## config.mk

```make
export PLATFORM = sky130hd
export DESIGN_NAME = sbq_cell
export DESIGN_NICKNAME = d
export VERILOG_FILES = /design/src/hdl/sbq_pkg.sv /design/src/hdl/sbq_cell.sv
export VERILOG_INCLUDE_DIRS = /design/src /design/src/hdl
export SDC_FILE = /design/constraint.sdc
export NUM_CORES = 2
export LEC_CHECK = 0
export BUFFER_PORTS_ARGS = -buffer_cell sky130_fd_sc_hd__buf_2
export CORE_MARGIN = 2
export CORE_UTILIZATION = 40
export CTS_CLUSTER_SIZE = 24
export DETAILED_ROUTE_END_ITERATION = 7
export GPL_TIMING_DRIVEN = 1
export SYNTH_ARGS = -nofsm -noshare
export SYNTH_HDL_FRONTEND = slang
export SYNTH_SLANG_ARGS = --single-unit
```

## constraint.sdc

```tcl
create_clock -name clk -period 32.7 [get_ports clk]
set_clock_uncertainty 0.1 [all_clocks]
set_input_delay 8.175 -clock clk [delete_from_list [all_inputs] [get_ports clk]]
set_output_delay 8.175 -clock clk [all_outputs]
set_load 0.01 [all_outputs]
```

## src/hdl/smoothed_biquad_cascade_top_macros.svh

```systemverilog
// assertion macros shared by the biquad cascade modules
`ifndef SMOOTHED_BIQUAD_CASCADE_TOP_MACROS_SVH
`define SMOOTHED_BIQUAD_CASCADE_TOP_MACROS_SVH
`ifndef NO_ASSERTIONS
`define SBQ_ASSERT_IMP(label, ante, cons) \
  label: assert property (@(posedge clk) disable iff (rst) (ante) |-> (cons)) \
    else $error("sbq assertion failed");
`define SBQ_ASSERT_NXT(label, ante, cons) \
  label: assert property (@(posedge clk) disable iff (rst) (ante) |=> (cons)) \
    else $error("sbq assertion failed");
`else
`define SBQ_ASSERT_IMP(label, ante, cons)
`define SBQ_ASSERT_NXT(label, ante, cons)
`endif
`endif

```

## src/hdl/sbq_pkg.sv

```systemverilog
// shared types and constants of the smoothed biquad cascade
package sbq_pkg;

  localparam int COEF_BITS   = 24;
  localparam int DELAY_BITS  = 40;
  localparam int DELAY_EXTRA = 8;
  localparam int SLOTS       = 5;
  localparam int RATE_BITS   = 16;
  localparam int RATE_FRAC   = 16;
  localparam int IDX_BITS    = 5;

  localparam logic [2:0] SLOT_B0 = 3'd0;
  localparam logic [2:0] SLOT_B1 = 3'd1;
  localparam logic [2:0] SLOT_B2 = 3'd2;
  localparam logic [2:0] SLOT_A1 = 3'd3;
  localparam logic [2:0] SLOT_A2 = 3'd4;

  localparam logic REG_ENABLE = 1'b0;
  localparam logic REG_RATE   = 1'b1;

  typedef enum logic [1:0] {
    OP_SAMPLE = 2'd0,
    OP_LOAD   = 2'd1,
    OP_STEP   = 2'd2,
    OP_CLEAR  = 2'd3
  } op_t;

  typedef enum logic [6:0] {
    PH_IDLE = 7'b0000001,
    PH0     = 7'b0000010,
    PH1     = 7'b0000100,
    PH2     = 7'b0001000,
    PH3     = 7'b0010000,
    PH4     = 7'b0100000,
    PH5     = 7'b1000000
  } phase_t;

  typedef struct packed {
    logic                        valid;
    op_t                         op;
    logic                        ch;
    logic                        act;
    logic                        clip;
    logic [IDX_BITS-1:0]         idx;
    logic signed [COEF_BITS-1:0] coef;
  } tok_t;

  typedef struct packed {
    logic active;
    logic done;
  } cell_stat_t;

endpackage

```

## src/hdl/sbq_cell.sv

```systemverilog
// one biquad stage cell: coefficients, delays and a shared multiplier
`include "smoothed_biquad_cascade_top_macros.svh"
module sbq_cell
  import sbq_pkg::*;
#(
  parameter int CHANNELS       = 2,
  parameter int SAMPLE_BITS    = 24,
  parameter int COEF_FRAC_BITS = 20,
  parameter int STAGE_ID       = 0
) (
  input  logic                          clk,
  input  logic                          rst,
  input  tok_t                          tok_in,
  input  logic signed [SAMPLE_BITS-1:0] x_in,
  input  logic [RATE_BITS-1:0]          rate,
  output tok_t                          tok_out,
  output logic signed [SAMPLE_BITS-1:0] y_out,
  output cell_stat_t                    stat
);

  localparam int CH_W = (CHANNELS > 1) ? $clog2(CHANNELS) : 1;
  localparam int AW   = COEF_BITS + 1;
  localparam int BW   = SAMPLE_BITS + 1;
  localparam int PW   = AW + BW;
  localparam int WW   = PW + 2;
  localparam int SH   = COEF_FRAC_BITS - DELAY_EXTRA;
  localparam int BASE = STAGE_ID * SLOTS;

  localparam logic signed [COEF_BITS-1:0] COEF_ONE =
    (COEF_FRAC_BITS >= COEF_BITS - 1) ? COEF_BITS'((1 << (COEF_BITS - 1)) - 1)
                                      : COEF_BITS'(1 << COEF_FRAC_BITS);
  localparam logic signed [WW-1:0] HALF_SH = WW'(1) << (SH - 1);
  localparam logic signed [WW-1:0] HALF_EX = WW'(1) << (DELAY_EXTRA - 1);
  localparam logic signed [WW-1:0] HALF_RT = WW'(1) << (RATE_FRAC - 1);
  localparam logic signed [WW-1:0] Y_HI = (WW'(1) << (SAMPLE_BITS - 1)) - WW'(1);
  localparam logic signed [WW-1:0] Y_LO = ~Y_HI;
  localparam logic signed [WW-1:0] D_HI = (WW'(1) << (DELAY_BITS - 1)) - WW'(1);
  localparam logic signed [WW-1:0] D_LO = ~D_HI;
  localparam logic signed [WW-1:0] C_HI = (WW'(1) << (COEF_BITS - 1)) - WW'(1);
  localparam logic signed [WW-1:0] C_LO = ~C_HI;

  logic signed [COEF_BITS-1:0]  tgt [SLOTS];
  logic signed [COEF_BITS-1:0]  smc [CHANNELS][SLOTS];
  logic signed [DELAY_BITS-1:0] z1 [CHANNELS];
  logic signed [DELAY_BITS-1:0] z2 [CHANNELS];

  phase_t                        ph;
  tok_t                          cur;
  logic signed [SAMPLE_BITS-1:0] x;
  logic signed [SAMPLE_BITS-1:0] y;
  logic signed [PW-1:0]          prod;
  logic signed [PW-1:0]          p_hold;
  logic signed [WW-1:0]          acc;
  logic signed [COEF_BITS-1:0]   s_hold;

  logic [CH_W-1:0]               chi;
  logic [2:0]                    rslot;
  logic signed [COEF_BITS-1:0]   coef_rd;
  logic signed [COEF_BITS-1:0]   tgt_rd;
  logic signed [AW-1:0]          ma;
  logic signed [BW-1:0]          mb;
  logic signed [PW-1:0]          prod_next;
  logic signed [WW-1:0]          yq;
  logic signed [SAMPLE_BITS-1:0] y_val;
  logic                          hit_val;
  logic signed [WW-1:0]          n1;
  logic signed [WW-1:0]          n2;
  logic signed [WW-1:0]          d2;
  logic signed [DELAY_BITS-1:0]  n1_sat;
  logic signed [DELAY_BITS-1:0]  n2_sat;
  logic signed [WW-1:0]          sv;
  logic signed [COEF_BITS-1:0]   sv_sat;
  logic [IDX_BITS:0]             idx_ext;
  logic                          idx_hit;
  logic [2:0]                    lslot;
  logic                          is_step;
  tok_t                          tok_nx;

  assign chi     = CH_W'(cur.ch);
  assign is_step = (cur.op == OP_STEP);
  assign idx_ext = {1'b0, cur.idx};
  assign idx_hit = (idx_ext >= (IDX_BITS + 1)'(BASE)) &&
                   (idx_ext < (IDX_BITS + 1)'(BASE + SLOTS));
  assign lslot   = 3'(idx_ext - (IDX_BITS + 1)'(BASE));

  // filter phases walk b0 b1 a1 b2 a2, smoothing walks the slots in order
  always_comb begin
    case (ph)
      PH0:     rslot = SLOT_B0;
      PH1:     rslot = SLOT_B1;
      PH2:     rslot = is_step ? SLOT_B2 : SLOT_A1;
      PH3:     rslot = is_step ? SLOT_A1 : SLOT_B2;
      PH4:     rslot = SLOT_A2;
      default: rslot = SLOT_B0;
    endcase
  end

  assign coef_rd = smc[chi][rslot];
  assign tgt_rd  = tgt[rslot];

  always_comb begin
    if (is_step) begin
      ma = AW'(tgt_rd) - AW'(coef_rd);
      mb = BW'(signed'({1'b0, rate}));
    end else begin
      ma = AW'(coef_rd);
      mb = (ph == PH2 || ph == PH4) ? BW'(y) : BW'(x);
    end
  end

  assign prod_next = ma * mb;

  // stage output from b0*x and the first delay
  always_comb begin
    logic signed [WW-1:0] yw;
    yw = ((WW'(prod) + HALF_SH) >>> SH) + WW'(z1[chi]);
    yq = (yw + HALF_EX) >>> DELAY_EXTRA;
    hit_val = 1'b0;
    if (cur.op != OP_SAMPLE || !cur.act) begin
      y_val = x;
    end else if (yq > Y_HI) begin
      y_val   = Y_HI[SAMPLE_BITS-1:0];
      hit_val = 1'b1;
    end else if (yq < Y_LO) begin
      y_val   = Y_LO[SAMPLE_BITS-1:0];
      hit_val = 1'b1;
    end else begin
      y_val = yq[SAMPLE_BITS-1:0];
    end
  end

  // request handed to the next cell
  always_comb begin
    tok_nx       = cur;
    tok_nx.valid = 1'b1;
    tok_nx.clip  = cur.clip | hit_val;
  end

  // delay updates
  always_comb begin
    d2 = WW'(p_hold) - WW'(prod);
    n1 = ((acc + HALF_SH) >>> SH) + WW'(z2[chi]);
    n2 = (d2 + HALF_SH) >>> SH;
    if (n1 > D_HI)      n1_sat = D_HI[DELAY_BITS-1:0];
    else if (n1 < D_LO) n1_sat = D_LO[DELAY_BITS-1:0];
    else                n1_sat = n1[DELAY_BITS-1:0];
    if (n2 > D_HI)      n2_sat = D_HI[DELAY_BITS-1:0];
    else if (n2 < D_LO) n2_sat = D_LO[DELAY_BITS-1:0];
    else                n2_sat = n2[DELAY_BITS-1:0];
  end

  // smoothed coefficient from the held value and rate*(target - smoothed)
  always_comb begin
    sv = WW'(s_hold) + ((WW'(prod) + HALF_RT) >>> RATE_FRAC);
    if (sv > C_HI)      sv_sat = C_HI[COEF_BITS-1:0];
    else if (sv < C_LO) sv_sat = C_LO[COEF_BITS-1:0];
    else                sv_sat = sv[COEF_BITS-1:0];
  end

  always_ff @(posedge clk) begin
    if (rst) begin
      ph      <= PH_IDLE;
      tok_out <= '0;
      for (int k = 0; k < SLOTS; k++) begin
        tgt[k] <= (k == 0) ? COEF_ONE : '0;
      end
      for (int c = 0; c < CHANNELS; c++) begin
        for (int k = 0; k < SLOTS; k++) begin
          smc[c][k] <= (k == 0) ? COEF_ONE : '0;
        end
        z1[c] <= '0;
        z2[c] <= '0;
      end
    end else begin
      if (ph == PH1) begin
        tok_out <= tok_nx;
      end else begin
        tok_out.valid <= 1'b0;
      end
      case (ph)
        PH_IDLE: begin
          if (tok_in.valid) begin
            cur <= tok_in;
            x   <= x_in;
            ph  <= PH0;
          end
        end
        PH0: begin
          prod   <= prod_next;
          s_hold <= coef_rd;
          if (cur.op == OP_LOAD && idx_hit) begin
            tgt[lslot] <= cur.coef;
          end
          if (cur.op == OP_CLEAR) begin
            for (int c = 0; c < CHANNELS; c++) begin
              for (int k = 0; k < SLOTS; k++) begin
                smc[c][k] <= (k == 0) ? COEF_ONE : '0;
              end
              z1[c] <= '0;
              z2[c] <= '0;
            end
          end
          ph <= PH1;
        end
        PH1: begin
          prod   <= prod_next;
          s_hold <= coef_rd;
          if (is_step && cur.act) smc[chi][SLOT_B0] <= sv_sat;
          y     <= y_val;
          y_out <= y_val;
          ph    <= PH2;
        end
        PH2: begin
          prod   <= prod_next;
          s_hold <= coef_rd;
          p_hold <= prod;
          if (is_step && cur.act) smc[chi][SLOT_B1] <= sv_sat;
          ph <= PH3;
        end
        PH3: begin
          prod   <= prod_next;
          s_hold <= coef_rd;
          acc    <= WW'(p_hold) - WW'(prod);
          if (is_step && cur.act) smc[chi][SLOT_B2] <= sv_sat;
          ph <= PH4;
        end
        PH4: begin
          prod   <= prod_next;
          s_hold <= coef_rd;
          p_hold <= prod;
          if (is_step && cur.act) smc[chi][SLOT_A1] <= sv_sat;
          ph <= PH5;
        end
        PH5: begin
          if (is_step && cur.act) smc[chi][SLOT_A2] <= sv_sat;
          if (cur.op == OP_SAMPLE && cur.act) begin
            z1[chi] <= n1_sat;
            z2[chi] <= n2_sat;
          end
          ph <= PH_IDLE;
        end
        default: ph <= PH_IDLE;
      endcase
    end
  end

  assign stat.active = (ph != PH_IDLE);
  assign stat.done   = (ph == PH5);

  `SBQ_ASSERT_IMP(a_cell_free_on_arrival, tok_in.valid, ph == PH_IDLE)
  `SBQ_ASSERT_NXT(a_cell_hands_on, ph == PH1, tok_out.valid)
  `SBQ_ASSERT_NXT(a_cell_done_idle, stat.done, ph == PH_IDLE && !tok_out.valid)

endmodule

```

==> reports/results.ini <==
[floorplan]
io_pins = 138
die_height_um = 418
fp-row-count = 151
core_mm2 = 0.170
dieArea_mm2 = 0.175
dieWidth_um = 418
initial_core_util = 0.404

[yosys]
syn_area_per_cell_um2 = 10.1
yosysWarnings = 0
synthCells = 6807
synth_ff_type = edfxtp_1
syn-num-nets = 7907
synthTopCellsByArea = edfxtp_1, fa_1, ha_1
synth-edff-count = 766
syn-cell-area_mm2 = 0.0685
ys_types = 100
async_flop_share = 0
seq_area_frac_synth = 0.348
yosysMostFrequentCell = nor2_1
yosys.area.top_type_share = 0.336
synth-seq-cells = 809
yosysTopAreaCell = edfxtp_1
synth_common_cells = nor2_1, inv_1, edfxtp_1

[clock_tree]
clk_latency_ps = 760
cts_tree = done
cts_root_buffer = clkbuf_16
hold_buffers = 0
clk_pin_slew_worst_paths_ps = 60
clock_sinks = 809
ctsLongestPathBuffers = 3
ctsResizeCount = 0
numCtsBuffers = 93
cts_setup_buffers = 0
htree_levels = 3

[sta]
setup_viol = 0
max_slew.worst_pin.slew_ps = 1240
hold_viol = 0
post-route-period-util = 0.496
rsz0062_at_grt = false
slew_headroom = 0.158
max_freq_mhz = 61.6
slew_violations = 0
min_period_ps = 16230
finalSetupTns_ps = 0

[routing]
vias = 51316
drcViolationCount = 0
wl_per_cell_um = 24.2
drt_iter0_markers = 4424
drt_pass1_iterations = 6
vias_per_cell = 5.58
wirelength_um = 222000
final_antenna_net_count = 0

[cells_and_area]
multi_input_area_mm2 = 0.0406
fill_cells = 16213
drive_gt1_frac = 0.0954
nets = 8001
area_growth_pct = 9.66
ff_latch_area_mm2 = 0.0239
instances_no_fill = 9197

[status]
status = completed

[worst_setup_path]
critPathMaxFanout = 13
critical_path_class = in2reg
start_kind = input pin
cp.arrival_ps = 16630
cp.required_ps = 33100
end_kind = register

[placed_design]
io_buffers = 137
place.detailed.hpwl_um = 175000
post-place-cells = 9024
place_congestion = 0.956

[global_route]
grt-ovfl-total = 0
grt_use_total = 0.255
grt_first_pass_wirelength_um = 332000
grt_pass1_vias = 52003
grt_antenna_before_repair = 6
grt_max_degree = 64

[hold_path]
min_path_type = reg2reg

[flow_run]
maxCapViolCount = 0

-- flip-flops by register name, summed over array words and instances (netlist names), 24 cells and up, named ones only --
register and flops:
acc 40, cur 33, p_hold 50, prod 50
s_hold 24, smc 240, tgt 120, tok_out 35
x 24, y 24, z1 80, z2 80
-- worst paths after layout --
path,from,end,slack [ps],depth (start not counted)
hold / removal,tok_out[33]$_SDFFE_PP0P_,tok_out[33]$_SDFFE_PP0P_,360,2
hold reg to reg,tok_out[33]$_SDFFE_PP0P_,tok_out[33]$_SDFFE_PP0P_,360,2
setup / recovery,rate[5],prod[49]$_DFFE_PP_,16470,24
setup reg to reg,cur[33]$_DFFE_PP_,prod[49]$_DFFE_PP_,18570,46
-- metrics by stage --
stage	instance area [um^2]	worst slack, ps	hold WS (ps)	utilization
3_3_place_gp	72100	15900	335	0.425
6_report	75100	16470	355	0.443
5_1_grt	75100	15890	356	0.443
4_1_cts	75100	16520	352	0.443
3_5_place_dp	72100	15720	338	0.425
2_1_floorplan	68500	16820	324	-
-- final cells by class --
| cell class | count | area share |
|---|---|---|
| clock buffers | 106 | 0.0318 |
| well taps | 2218 | 0.0370 |
| flip-flops and latches | 809 | 0.318 |
| inverters | 839 | 0.0419 |
| repair buffers | 279 | 0.0233 |
| clock inverters | 66 | 0.00798 |
| diodes | 1 | 0.0000333 |
| multi-input cells | 4879 | 0.540 |
-- worst max-delay path, cell delays in order --
cell       delay [ps]
buf_2             140
a21oi_1           620
nor2_1            220
fa_1              630
inv_1              80
fa_1             1000
inv_1             270
fa_1              740
xnor2_1          1000
xnor2_1           230
fa_1              480
fa_1              540
inv_1              50
fa_1              530
inv_1              40
ha_1              360
a21o_1            180
a21oi_1           180
nor2_1             80
o21a_1            170
o21a_1            160
a2111oi_0         440
o21bai_1          140
xnor2_1           140
-- cells by family (layout without fill, tap and decap cells) --
family / count (synthesis) / count (layout) / synth area share
other cells: 0 / 1 / 0
compound gates: 976 / 976 / 0.0941
fa+ha+maj: 1032 / 1032 / 0.260
xor+xnor: 362 / 362 / 0.0468
mux: 179 / 179 / 0.0364
flops: 809 / 809 / 0.348
simple gates: 2330 / 2330 / 0.153
buf+inv: 1119 / 1290 / 0.0620
-- routing by layer --
| layer | GRT usage | vias up | routed length [um] |
|---|---|---|---|
| met3 | 0.0357 | 392 | 14000 |
| met4 | 0.106 | 0 | 10100 |
| met2 | 0.429 | 1877 | 108000 |
| met5 | 0 | - | 0 |
| li1 | - | 23078 | - |
| met1 | 0.329 | 25969 | 90400 |
-- layout by cell type, fill, tap and decap left out, types with 68 or more instances in the layout --
cell type / count
xnor2_1: 277
fa_1: 652
o21ai_0: 163
a21oi_1: 276
mux2_2: 87
nor2_1: 958
and2_1: 121
xor2_1: 82
clkbuf_16: 93
inv_1: 836
nor3_1: 68
edfxtp_1: 766
nand3_1: 141
ha_1: 371
a21o_1: 126
buf_2: 137
nand2_1: 642
buf_4: 142
Power is not shown: default switching activity piles up to over one toggle a cycle in this logic, so the estimate is an artifact.
